### src/hdl/hcbd_pkg.sv
package hcbd_pkg;

	localparam logic [7:0] LF_CHAR = 8'h0A;
	localparam int unsigned OUT_TOTAL_BITS = 32;

	typedef enum logic [3:0] {
		PH_SIZE  = 4'b0001,
		PH_DATA  = 4'b0010,
		PH_TRAIL = 4'b0100,
		PH_DONE  = 4'b1000
	} phase_t;

	typedef enum logic [1:0] {
		ERR_OK       = 2'd0,
		ERR_NODIGITS = 2'd1,
		ERR_OVERFLOW = 2'd2,
		ERR_TRUNC    = 2'd3
	} err_t;

	typedef struct packed {
		logic [7:0] byte_value;
		logic       first_of_buffer;
		logic       last_of_buffer;
	} in_item_t;

	typedef struct packed {
		logic [7:0]                data_byte;
		logic                      data_valid;
		logic                      finished;
		logic [OUT_TOTAL_BITS-1:0] total_length;
		err_t                      error_code;
	} out_item_t;

endpackage

### src/hdl/hcbd_in_if.sv
interface hcbd_in_if;
	logic       valid;
	logic       ready;
	logic [7:0] byte_value;
	logic       first_of_buffer;
	logic       last_of_buffer;

	modport source (output valid, byte_value, first_of_buffer, last_of_buffer, input ready);
	modport sink (input valid, byte_value, first_of_buffer, last_of_buffer, output ready);
endinterface

### src/hdl/hcbd_out_if.sv
interface hcbd_out_if;
	logic        valid;
	logic        ready;
	logic [7:0]  data_byte;
	logic        data_valid;
	logic        finished;
	logic [31:0] total_length;
	logic [1:0]  error_code;

	modport source (output valid, data_byte, data_valid, finished, total_length, error_code,
		input ready);
	modport sink (input valid, data_byte, data_valid, finished, total_length, error_code,
		output ready);
endinterface

### src/hdl/hcbd_core.sv
module hcbd_core #(
	parameter int unsigned SIZE_BITS  = 24,
	parameter int unsigned TOTAL_BITS = 32
) (
	input  logic                clk,
	input  logic                arst_n,
	input  logic                step,
	input  hcbd_pkg::in_item_t  item,
	output logic                emit,
	output hcbd_pkg::out_item_t res
);

	hcbd_pkg::phase_t        phase_q, phase_e, phase_n;
	logic [SIZE_BITS-1:0]    chunk_q, chunk_e, chunk_n;
	logic [SIZE_BITS-1:0]    left_q, left_e, left_n, left_dec;
	logic [TOTAL_BITS-1:0]   total_q, total_e, total_n;
	logic                    seen_q, seen_e, seen_n;
	logic                    closed_q, closed_e, closed_n;
	logic                    valid, fin;
	hcbd_pkg::err_t          err;
	logic [3:0]              hex_val;
	logic                    hex_ok;
	logic [TOTAL_BITS+31:0]  total_wide;
	logic [7:0]              b;

	assign b = item.byte_value;

	always_comb begin
		hex_ok  = 1'b1;
		hex_val = 4'd0;
		if (b >= 8'h30 && b <= 8'h39) begin
			hex_val = 4'(b - 8'h30);
		end else if (b >= 8'h61 && b <= 8'h66) begin
			hex_val = 4'(b - 8'h57);
		end else if (b >= 8'h41 && b <= 8'h46) begin
			hex_val = 4'(b - 8'h37);
		end else begin
			hex_ok = 1'b0;
		end
	end

	// A new body starts from the reset state before its first byte is decoded.
	always_comb begin
		if (item.first_of_buffer) begin
			phase_e  = hcbd_pkg::PH_SIZE;
			chunk_e  = '0;
			left_e   = '0;
			total_e  = '0;
			seen_e   = 1'b0;
			closed_e = 1'b0;
		end else begin
			phase_e  = phase_q;
			chunk_e  = chunk_q;
			left_e   = left_q;
			total_e  = total_q;
			seen_e   = seen_q;
			closed_e = closed_q;
		end
	end

	assign left_dec = (left_e != '0) ? left_e - 1'b1 : left_e;

	always_comb begin
		phase_n  = phase_e;
		chunk_n  = chunk_e;
		left_n   = left_e;
		total_n  = total_e;
		seen_n   = seen_e;
		closed_n = closed_e;
		valid    = 1'b0;
		fin      = 1'b0;
		err      = hcbd_pkg::ERR_OK;
		unique case (phase_e)
			hcbd_pkg::PH_SIZE: begin
				if (b == hcbd_pkg::LF_CHAR) begin
					if (!seen_e) begin
						fin = 1'b1;
						err = hcbd_pkg::ERR_NODIGITS;
					end else if (chunk_e == '0) begin
						fin = 1'b1;
					end else begin
						left_n  = chunk_e;
						phase_n = hcbd_pkg::PH_DATA;
					end
				end else if (hex_ok && !closed_e) begin
					if (chunk_e[SIZE_BITS-1 -: 4] != 4'd0) begin
						fin = 1'b1;
						err = hcbd_pkg::ERR_OVERFLOW;
					end else begin
						chunk_n = {chunk_e[SIZE_BITS-5:0], hex_val};
						seen_n  = 1'b1;
					end
				end else begin
					closed_n = 1'b1;
				end
			end
			hcbd_pkg::PH_DATA: begin
				valid  = 1'b1;
				left_n = left_dec;
				if (total_e != '1) begin
					total_n = total_e + 1'b1;
				end
				if (left_dec == '0) begin
					phase_n = hcbd_pkg::PH_TRAIL;
				end
			end
			hcbd_pkg::PH_TRAIL: begin
				if (b == hcbd_pkg::LF_CHAR) begin
					chunk_n  = '0;
					seen_n   = 1'b0;
					closed_n = 1'b0;
					phase_n  = hcbd_pkg::PH_SIZE;
				end
			end
			default: begin
			end
		endcase
		// Once finished, bytes are dropped until the next body starts.
		if (phase_e != hcbd_pkg::PH_DONE) begin
			if (!fin && item.last_of_buffer) begin
				fin = 1'b1;
				err = hcbd_pkg::ERR_TRUNC;
			end
			if (fin) begin
				phase_n = hcbd_pkg::PH_DONE;
			end
		end
	end

	assign total_wide = {32'd0, total_n};
	assign emit       = valid || fin;

	always_comb begin
		res.data_byte    = valid ? b : 8'd0;
		res.data_valid   = valid;
		res.finished     = fin;
		res.total_length = (|total_wide[TOTAL_BITS+31:32]) ? '1 : total_wide[31:0];
		res.error_code   = fin ? err : hcbd_pkg::ERR_OK;
	end

	always_ff @(posedge clk or negedge arst_n) begin
		if (!arst_n) begin
			phase_q  <= hcbd_pkg::PH_SIZE;
			chunk_q  <= '0;
			left_q   <= '0;
			total_q  <= '0;
			seen_q   <= 1'b0;
			closed_q <= 1'b0;
		end else if (step) begin
			phase_q  <= phase_n;
			chunk_q  <= chunk_n;
			left_q   <= left_n;
			total_q  <= total_n;
			seen_q   <= seen_n;
			closed_q <= closed_n;
		end
	end

endmodule

### src/hdl/hcbd_out_stage.sv
module hcbd_out_stage (
	input  logic                clk,
	input  logic                arst_n,
	input  logic                load,
	input  hcbd_pkg::out_item_t din,
	output logic                slot_free,
	hcbd_out_if.source          result
);

	logic                valid_q;
	hcbd_pkg::out_item_t data_q;

	assign slot_free = !valid_q || result.ready;

	always_ff @(posedge clk or negedge arst_n) begin
		if (!arst_n) begin
			valid_q <= 1'b0;
		end else if (slot_free) begin
			valid_q <= load;
		end
	end

	always_ff @(posedge clk) begin
		if (slot_free && load) begin
			data_q <= din;
		end
	end

	assign result.valid        = valid_q;
	assign result.data_byte    = data_q.data_byte;
	assign result.data_valid   = data_q.data_valid;
	assign result.finished     = data_q.finished;
	assign result.total_length = data_q.total_length;
	assign result.error_code   = data_q.error_code;

endmodule

### src/hdl/http_chunked_body_decoder.sv
// Channel  Role  Beat payload
// body     sink  byte_value, first_of_buffer, last_of_buffer
// result   src   data_byte, data_valid, finished, total_length, error_code
//
// One body byte per cycle unless a result beat stalls: a byte enters the input register,
// is decoded against the state registers in the next cycle and its result, if any,
// lands in the output register.
// Reset clears the decoder state and both stage valid flags; no beat is pending after it.
// A stalled result beat holds the output register; the input register keeps draining
// bytes that give no result, and body.ready drops only when a result cannot move on.
module http_chunked_body_decoder #(
	parameter int unsigned SIZE_BITS  = 24,
	parameter int unsigned TOTAL_BITS = 32
) (
	input logic         clk,
	input logic         arst_n,
	hcbd_in_if.sink     body,
	hcbd_out_if.source  result
);

	logic                valid_s1;
	hcbd_pkg::in_item_t  item_s1;
	logic                drain;
	logic                emit;
	logic                slot_free;
	hcbd_pkg::out_item_t res;

	assign drain      = valid_s1 && (!emit || slot_free);
	assign body.ready = !valid_s1 || drain;

	always_ff @(posedge clk or negedge arst_n) begin
		if (!arst_n) begin
			valid_s1 <= 1'b0;
		end else if (body.ready) begin
			valid_s1 <= body.valid;
		end
	end

	always_ff @(posedge clk) begin
		if (body.ready && body.valid) begin
			item_s1.byte_value      <= body.byte_value;
			item_s1.first_of_buffer <= body.first_of_buffer;
			item_s1.last_of_buffer  <= body.last_of_buffer;
		end
	end

	hcbd_core #(
		.SIZE_BITS  (SIZE_BITS),
		.TOTAL_BITS (TOTAL_BITS)
	) u_core (
		.clk    (clk),
		.arst_n (arst_n),
		.step   (drain),
		.item   (item_s1),
		.emit   (emit),
		.res    (res)
	);

	hcbd_out_stage u_out (
		.clk       (clk),
		.arst_n    (arst_n),
		.load      (drain && emit),
		.din       (res),
		.slot_free (slot_free),
		.result    (result)
	);

endmodule

### src/flat_wrapper.sv
// flat-port wrapper written by rule: the top's interface ports become plain ports
module http_chunked_body_decoder_flat 
#(
	parameter int unsigned SIZE_BITS  = 24,
	parameter int unsigned TOTAL_BITS = 32
)
  (clk, arst_n, body_valid, body_byte_value, body_first_of_buffer, body_last_of_buffer, body_ready, result_valid, result_data_byte, result_data_valid, result_finished, result_total_length, result_error_code, result_ready);
  hcbd_in_if body_i ();
  hcbd_out_if result_i ();
  input logic clk;
  input logic arst_n;
  input wire logic [$bits(body_i.valid)-1:0] body_valid;
  input wire logic [$bits(body_i.byte_value)-1:0] body_byte_value;
  input wire logic [$bits(body_i.first_of_buffer)-1:0] body_first_of_buffer;
  input wire logic [$bits(body_i.last_of_buffer)-1:0] body_last_of_buffer;
  output wire logic [$bits(body_i.ready)-1:0] body_ready;
  output wire logic [$bits(result_i.valid)-1:0] result_valid;
  output wire logic [$bits(result_i.data_byte)-1:0] result_data_byte;
  output wire logic [$bits(result_i.data_valid)-1:0] result_data_valid;
  output wire logic [$bits(result_i.finished)-1:0] result_finished;
  output wire logic [$bits(result_i.total_length)-1:0] result_total_length;
  output wire logic [$bits(result_i.error_code)-1:0] result_error_code;
  input wire logic [$bits(result_i.ready)-1:0] result_ready;
  assign body_i.valid = body_valid;
  assign body_i.byte_value = body_byte_value;
  assign body_i.first_of_buffer = body_first_of_buffer;
  assign body_i.last_of_buffer = body_last_of_buffer;
  assign body_ready = body_i.ready;
  assign result_valid = result_i.valid;
  assign result_data_byte = result_i.data_byte;
  assign result_data_valid = result_i.data_valid;
  assign result_finished = result_i.finished;
  assign result_total_length = result_i.total_length;
  assign result_error_code = result_i.error_code;
  assign result_i.ready = result_ready;
  http_chunked_body_decoder #(.SIZE_BITS(SIZE_BITS), .TOTAL_BITS(TOTAL_BITS)) u_core (.clk(clk), .arst_n(arst_n), .body(body_i), .result(result_i));
endmodule
### config.mk
export PLATFORM = sky130hd
export DESIGN_NAME = http_chunked_body_decoder_flat
export DESIGN_NICKNAME = d
export VERILOG_FILES = /design/src/hdl/hcbd_pkg.sv /design/src/hdl/hcbd_in_if.sv /design/src/hdl/hcbd_out_if.sv /design/src/hdl/hcbd_core.sv /design/src/hdl/hcbd_out_stage.sv /design/src/hdl/http_chunked_body_decoder.sv /design/src/flat_wrapper.sv
export SDC_FILE = /design/constraint.sdc
export NUM_CORES = 1
export LEC_CHECK = 0
export BUFFER_PORTS_ARGS = -buffer_cell sky130_fd_sc_hd__buf_4
export CAP_MARGIN = 10
export CORE_AREA = 2 2 151 153
export CTS_BUF_LIST = sky130_fd_sc_hd__clkbuf_2 sky130_fd_sc_hd__clkbuf_4 sky130_fd_sc_hd__clkbuf_8
export CTS_CLUSTER_DIAMETER = 120
export DETAILED_ROUTE_END_ITERATION = 10
export DIE_AREA = 0 0 153 155
export MAX_ROUTING_LAYER = met4
export SETUP_SLACK_MARGIN = 0.1
export SYNTH_ARGS = -nofsm -noshare
export SYNTH_HDL_FRONTEND = slang
export SYNTH_SLANG_ARGS = --single-unit
### constraint.sdc
create_clock -name clk -period 11.62 [get_ports clk]
set_input_delay 1.162 -clock clk [delete_from_list [all_inputs] [get_ports clk]]
set_output_delay 1.162 -clock clk [all_outputs]
set_load 0.005 [all_outputs]
==> results of run 1 <==
[cell usage after synthesis, types with 4 or more instances]
cell type / n
inv_1: 12
o21ai_1: 4
a22o_1: 30
nor2_1: 61
or3_1: 6
a211o_1: 5
a21o_1: 5
clkbuf_1: 18
o31ai_1: 4
nand4_1: 9
and2_1: 4
nor4_1: 21
mux2_2: 5
a31oi_1: 6
xor2_1: 13
nand2b_1: 7
nor3_1: 23
or4_1: 4
o211ai_1: 11
and4_1: 5
or2_2: 5
dfrtp_1: 87
xnor2_1: 23
nand3b_1: 4
nor3b_1: 6
a22oi_1: 6
ha_1: 6
nand3_1: 26
o21ai_0: 27
buf_2: 19
nand4b_1: 4
o2bb2ai_1: 19
and3_1: 15
edfxtp_1: 54
a21oi_1: 46
nor2b_1: 10
nand2_1: 78
[final timing paths]
kind	from	endpoint	slack [ns]	cells past startpoint
setup / recovery	u_core.item_s1[1]$_DFFE_PP_	body_ready	7.33	8
hold / removal	u_core.u_core.seen_q$_DFFE_PN0P_	u_core.u_core.seen_q$_DFFE_PN0P_	0.48	1
setup reg to reg	u_core.item_s1[1]$_DFFE_PP_	u_core.u_out.result.total_length[27]$_DFFE_PP_	7.84	9
hold reg to reg	u_core.u_core.seen_q$_DFFE_PN0P_	u_core.u_core.seen_q$_DFFE_PN0P_	0.48	1
max in group asynchronous	arst_n	u_core.u_core.total_q[13]$_DFFE_PN0P_	9.88	2
min in group asynchronous	arst_n	u_core.u_core.chunk_q[19]$_DFFE_PN0P_	0.69	1
[flip-flops by register name (all words and copies together), names as in the netlist]
register / flops
u_core.item_s1: 10
u_core.u_core.chunk_q: 24
u_core.u_core.closed_q: 1
u_core.u_core.left_q: 24
u_core.u_core.phase_q: 4
u_core.u_core.seen_q: 1
u_core.u_core.total_q: 32
u_core.u_out.result.data_byte: 8
u_core.u_out.result.data_valid: 1
u_core.u_out.result.error_code: 2
u_core.u_out.result.finished: 1
u_core.u_out.result.total_length: 32
u_core.u_out.result.valid: 1
u_core.valid_s1: 1
[where the power goes]
group / switching, mW / internal (mW)
Clock: 0.195 / 0.246
Combinational: 0.0756 / 0.0417
Sequential: 0.0176 / 0.549
[through the flow]
| stage | area (sq um) | instances | setup slack (ns) | hold slack (ns) |
|---|---|---|---|---|
| 2_1_floorplan | 7600 | 746 | 7.05 | 0.442 |
| 3_3_place_gp | 8290 | 1057 | 7.86 | 0.460 |
| 3_5_place_dp | 8290 | 1058 | 7.81 | 0.459 |
| 4_1_cts | 8730 | 1090 | 7.29 | 0.478 |
| 5_1_grt | 8730 | 1090 | 6.99 | 0.485 |
| 6_report | 8730 | 1090 | 7.33 | 0.478 |
[cell type report]
cell class	instances	area, sq um
Clock inverter	11	165
Clock buffer	21	270
Inverter	13	48.8
Multi-Input combinational cell	550	3550
Timing Repair Buffer	68	510
Fill cell	2198	13500
Tap cell	285	357
Sequential cell	142	3820
[logic make-up (layout without fill, tap and decap cells)]
logic type / Yosys count / in the layout / synth area share [%]
muxes: 6 / 6 / 0.873
DFF: 142 / 142 / 50.4
AOI/OAI and AO/OA: 189 / 189 / 17.8
buffers and inverters: 54 / 113 / 3.18
adders and majority gates: 6 / 6 / 0.988
xor gates and xnor gates: 36 / 36 / 4.15
and+or+nand+nor: 313 / 313 / 22.6
[layer usage]
metal | up-vias | share of wire (%) | track usage [%] | wire, um
met4 | 0 | 1.3 | 5.56 | 243
met1 | 2930 | 47 | 22.1 | 8710
met2 | 133 | 47 | 25.6 | 8710
met3 | 20 | 4.4 | 3.12 | 804
li1 | 2889 | - | - | -
met5 | - | 0 | - | 0
[critical path, stage by stage, from the launching register on]
cell and delay (ns):
edfxtp_1 0.32, buf_4 0.60, a31oi_1 0.27, nor4b_1 0.53
nand2_1 0.18, a31o_2 0.33, a21oi_1 0.24, inv_1 0.06
buf_4 0.13
==> flow_summary.rst, run 1 <==
.. list-table::
   :header-rows: 1

   * - Metric
     - Value
   * - CTS H-tree lvls
     - 4
   * - Share of the synthesized area in the top cell type
     - 28.7%
   * - Most area-consuming cells after synthesis
     - dfrtp_1 (29%), edfxtp_1 (21%), nand2_1 (3.9%), a22o_1 (3.5%), a21oi_1 (3.0%)
   * - Setup repair after global routing missed its margin
     - false
   * - Clock latency at the later pin of the worst-skew pair
     - 0.46 ns
   * - Most area-hungry cell type in the Yosys netlist
     - dfrtp_1
   * - Detail Placement HPWL
     - 12100 um
   * - Area growth from synthesis to layout
     - 14.9%
   * - Utilization after layout
     - 39.3%
   * - Measured slew at the worst slew-check pin
     - 1.05 ns
   * - Number of standard cells after synthesis
     - 746
   * - Clock sinks
     - 142
   * - Maximum number of pins on one net before global-route repair
     - 74
   * - Final sum of negative setup slack
     - 0 ns
   * - # setup viols final
     - 0
   * - Commonest cells after routing, fill and taps aside
     - dfrtp_1 (87), nand2_1 (78), buf_4 (68)
   * - Clk root buf
     - clkbuf_8
   * - Sequential share of the synthesized area
     - 50.4%
   * - Cell leakage power
     - 3.67 nW
   * - Flip-flop and latch count after synthesis
     - 142
   * - Normalized max-slew margin
     - 30.1%
   * - Most common cell after layout, fill and taps aside
     - dfrtp_1
   * - Via count of the first global-routing pass
     - 5988
   * - Outcome
     - complete, no violations
   * - Clock skew after layout
     - 0.0136 ns
   * - Signal arrival time at the worst endpoint
     - 3.13 ns
   * - Synth cell types
     - 79
   * - Antenna violations before repair
     - 0
   * - Die area
     - 23700 sq um
   * - Std-Cell Core Area
     - 22200 sq um
   * - Final Net Count
     - 812
   * - Hold crit path type
     - flop to flop
   * - Die X-Extent
     - 153 um
   * - Routed vias
     - 5972
   * - Initial Utilization
     - 34.2%
   * - Type of the worst setup path
     - flop to output pin
   * - Share of layout cells above drive strength 1
     - 16.9%
   * - Post-detailed-route wirelength per cell
     - 16.9 um
   * - Type of element launching the critical path
     - flop
   * - Number of warnings printed during yosys synthesis
     - 0
   * - All-layer global routing usage
     - 16.6%
   * - Number of cells upsized or downsized after cts
     - 0
   * - Global-route wire length before repair
     - 31100 um
   * - Cell row count
     - 55
   * - Number of maximum-capacitance violations
     - 0
   * - Aggregate routed wire length
     - 18500 um
   * - Remaining global-route overflow
     - 0
   * - Maximum clock path buffer count
     - 2
   * - Mean Syn Cell Area
     - 10.2 sq um
   * - Fmax
     - 0.233 GHz
   * - Detail-routed via count per cell
     - 5.48
   * - Max IR drop VDD
     - 0.0000566 V
   * - GPL Wtd Cong
     - 0.847
   * - Clock tree from TritonCTS
     - built
   * - # hold bufs at CTS
     - 0
   * - Commonest register cell after synthesis
     - dfrtp_1
   * - Total power after layout
     - 1.12 mW
   * - PwrDens
     - 129 nW/um^2
   * - Mapped Area
     - 7600 sq um
   * - Time the final worst path needs with I/O delays and setup
     - 4.29 ns
   * - Clock buffers created by TritonCTS
     - 17
   * - Buffer count from post-CTS setup fixing
     - 0
   * - Slew Viols, Final
     - 0
   * - Top-Level Pins
     - 60
   * - Detail Route Antenna Nets
     - 0
   * - Nets in the synthesized netlist
     - 766
   * - IO Port Bufs
     - 59
   * - Number of remaining DRC errors
     - 0
   * - Vertical die dimension
     - 155 um
   * - Number of flops mapped to enable cells by yosys
     - 54
   * - Ys async rst share
     - 62.0%
   * - Number of design-rule violations left by the first detailed-router iteration
     - 481
   * - Required time of the critical path
     - 10.46 ns
   * - Final hold vios
     - 0
   * - Critical path peak fanout
     - 73
   * - 1st-pass router iterations
     - 5
   * - Clock slew seen by the registers of the worst setup and hold paths
     - 0.08 ns
   * - Total inserted antenna cells
     - 0
   * - Capturing element type of the critical path
     - output pin
   * - Final cycle utilization of the critical path
     - 36.9%
Power figures use the tool's default switching activity.
==> inputs of run 2 (changes only) <==
==> constraint.sdc (replaced) <==
create_clock -name clk -period 3.5 [get_ports clk]
set_input_delay 0.35 -clock clk [delete_from_list [all_inputs] [get_ports clk]]
set_output_delay 0.35 -clock clk [all_outputs]
set_load 0.005 [all_outputs]
==> run 2 against run 1 <==
Sequential cell count unchanged. Final area grew 1.9%. Worst hold slack got worse by 0.43 ns. Non-clock buffer count rose by 18. Clock skew fell by 0.0033 ns. Die area unchanged. Setup slack got worse by 7.0 ns. Sequential power rose to 3.3 times the previous value. Highest routed layer unchanged.
==> flow_summary.rst, run 2 (synthesis results as in run 1) <==
.. list-table::
   :header-rows: 1

   * - Metric
     - Value
   * - Detail Route Antenna Nets
     - 0
   * - Cell row count
     - 55
   * - Commonest cells after routing, fill and taps aside
     - dfrtp_1 (87), buf_4 (82), nand2_1 (78)
   * - CTS H-tree lvls
     - 4
   * - Final Net Count
     - 830
   * - Number of maximum-capacitance violations
     - 0
   * - Maximum clock path buffer count
     - 2
   * - Detail Placement HPWL
     - 12600 um
   * - Capturing element type of the critical path
     - output pin
   * - Die area
     - 23700 sq um
   * - Antenna violations before repair
     - 0
   * - Top-Level Pins
     - 60
   * - Most common cell after layout, fill and taps aside
     - dfrtp_1
   * - Final sum of negative setup slack
     - 0 ns
   * - PwrDens
     - 412 nW/um^2
   * - Post-detailed-route wirelength per cell
     - 17.0 um
   * - Maximum number of pins on one net before global-route repair
     - 75
   * - GPL Wtd Cong
     - 0.837
   * - Clock slew seen by the registers of the worst setup and hold paths
     - 0.08 ns
   * - Time the final worst path needs with I/O delays and setup
     - 3.21 ns
   * - Area growth from synthesis to layout
     - 17.1%
   * - Type of the worst setup path
     - flop to output pin
   * - # hold bufs at CTS
     - 0
   * - Clock tree from TritonCTS
     - built
   * - Detail-routed via count per cell
     - 5.52
   * - Die X-Extent
     - 153 um
   * - Share of layout cells above drive strength 1
     - 19.3%
   * - Number of remaining DRC errors
     - 0
   * - Via count of the first global-routing pass
     - 5855
   * - Vertical die dimension
     - 155 um
   * - Worst Hold Margin
     - 0.0517 ns
   * - Cell leakage power
     - 3.77 nW
   * - End of the worst register-to-register path
     - u_core.u_core.left_q[9]$_DFFE_PN0P_
   * - Critical R2R Launch
     - u_core.item_s1[2]$_DFFE_PP_
   * - Clock skew after layout
     - 0.0103 ns
   * - Max IR drop VDD
     - 0.000155 V
   * - Hold crit path type
     - input port to asynchronous set/reset pin
   * - Type of element launching the critical path
     - flop
   * - All-layer global routing usage
     - 16.8%
   * - Final cycle utilization of the critical path
     - 91.6%
   * - Clock sinks
     - 142
   * - Required time of the critical path
     - 3.15 ns
   * - Initial Utilization
     - 34.2%
   * - Signal arrival time at the worst endpoint
     - 2.86 ns
   * - Aggregate routed wire length
     - 18800 um
   * - Normalized max-slew margin
     - 31.0%
   * - Post-layout instance area
     - 8900 sq um
   * - DP Area
     - 8450 sq um
   * - Number of design-rule violations left by the first detailed-router iteration
     - 501
   * - Routed vias
     - 6121
   * - Remaining global-route overflow
     - 0
   * - IO Port Bufs
     - 59
   * - Final hold vios
     - 0
   * - Critical path peak fanout
     - 5
   * - Depth of the worst register-to-register path
     - 9
   * - # setup viols final
     - 0
   * - Clock latency at the later pin of the worst-skew pair
     - 0.46 ns
   * - Fmax
     - 0.312 GHz
   * - Measured slew at the worst slew-check pin
     - 1.04 ns
   * - Outcome
     - complete, no violations
   * - R2R Setup Slk
     - 0.49 ns
   * - Slew Viols, Final
     - 0
   * - Setup repair after global routing missed its margin
     - false
   * - Clock buffers created by TritonCTS
     - 17
   * - 1st-pass router iterations
     - 6
   * - Total inserted antenna cells
     - 0
   * - Clk root buf
     - clkbuf_8
   * - Global-route wire length before repair
     - 31400 um
   * - Std-Cell Core Area
     - 22200 sq um
run 2: how the worst max path moves through the flow:
| stage | startpoint | end | slack [ns] | cells past startpoint |
|---|---|---|---|---|
| final | u_core.item_s1[3]$_DFFE_PP_ | body_ready | 0.29 | 10 |
| after global routing | u_core.item_s1[3]$_DFFE_PP_ | body_ready | 0.08 | 10 |
| after CTS | u_core.item_s1[2]$_DFFE_PP_ | body_ready | 0.12 | 10 |
| after detailed placement | u_core.item_s1[2]$_DFFE_PP_ | u_core.item_s1[3]$_DFFE_PP_ | 0.44 | 9 |
| after global placement | u_core.item_s1[2]$_DFFE_PP_ | u_core.item_s1[3]$_DFFE_PP_ | 0.55 | 9 |
| after floorplan | u_core.item_s1[2]$_DFFE_PP_ | u_core.u_out.result.data_byte[0]$_SDFFCE_PN0P_ | 0.39 | 8 |
run 2: cell type report:
cell class / instances / area (sq um)
fillers: 2186 / 13300
flip-flops and latches: 142 / 3820
multi-input cells: 550 / 3570
repair buffers: 86 / 696
well taps: 285 / 357
clock buffers: 20 / 256
clock inverters: 12 / 146
inverters: 13 / 48.8
run 2: where the power goes:
| group | switching [mW] | internal (mW) |
|---|---|---|
| clock network | 0.642 | 0.724 |
| logic | 0.260 | 0.163 |
| registers | 0.0562 | 1.82 |
| total | 0.959 | 2.71 |
run 2: per-stage QoR:
| step | power, mW | setup slack, ns | util, % | std cells |
|---|---|---|---|---|
| final | 3.67 | 0.294 | 40.0 | 1108 |
| after global routing | 3.82 | 0.0817 | 40.0 | 1108 |
| after CTS | 3.70 | 0.124 | 39.8 | 1104 |
| after detailed placement | 2.34 | 0.443 | 38.0 | 1072 |
| after global placement | 2.33 | 0.550 | 38.0 | 1072 |
| after floorplan | 2.12 | 0.394 | - | 746 |
run 2: repair_timing:
item | 4_1_cts | 5_1_grt
gates cloned | 0 | 0
gates resized for setup | 1 | 2
setup buffers | 0 | 4
endpoints found under the setup margin | 1 | 1
pin swaps | 0 | 1
run 2: worst max-delay path, cell delays in order, from the launching register on:
cell and delay [ns]:
edfxtp_1 0.44, inv_1 0.16, ha_1 0.20, o21bai_1 0.11, a2111oi_4 0.40, o21bai_2 0.24, nand2_1 0.13, a31o_2 0.32
a21oi_2 0.18, inv_1 0.07, buf_4 0.13
run 2: metal layers:
metal  GRT usage, %  part of all wire [%]  vias up
li1               -                     -     2930
met4           5.03                   1.2        0
met1           22.0                    46     3033
met5              -                     0        -
met3           2.95                   3.6       22
met2           26.9                    49      136
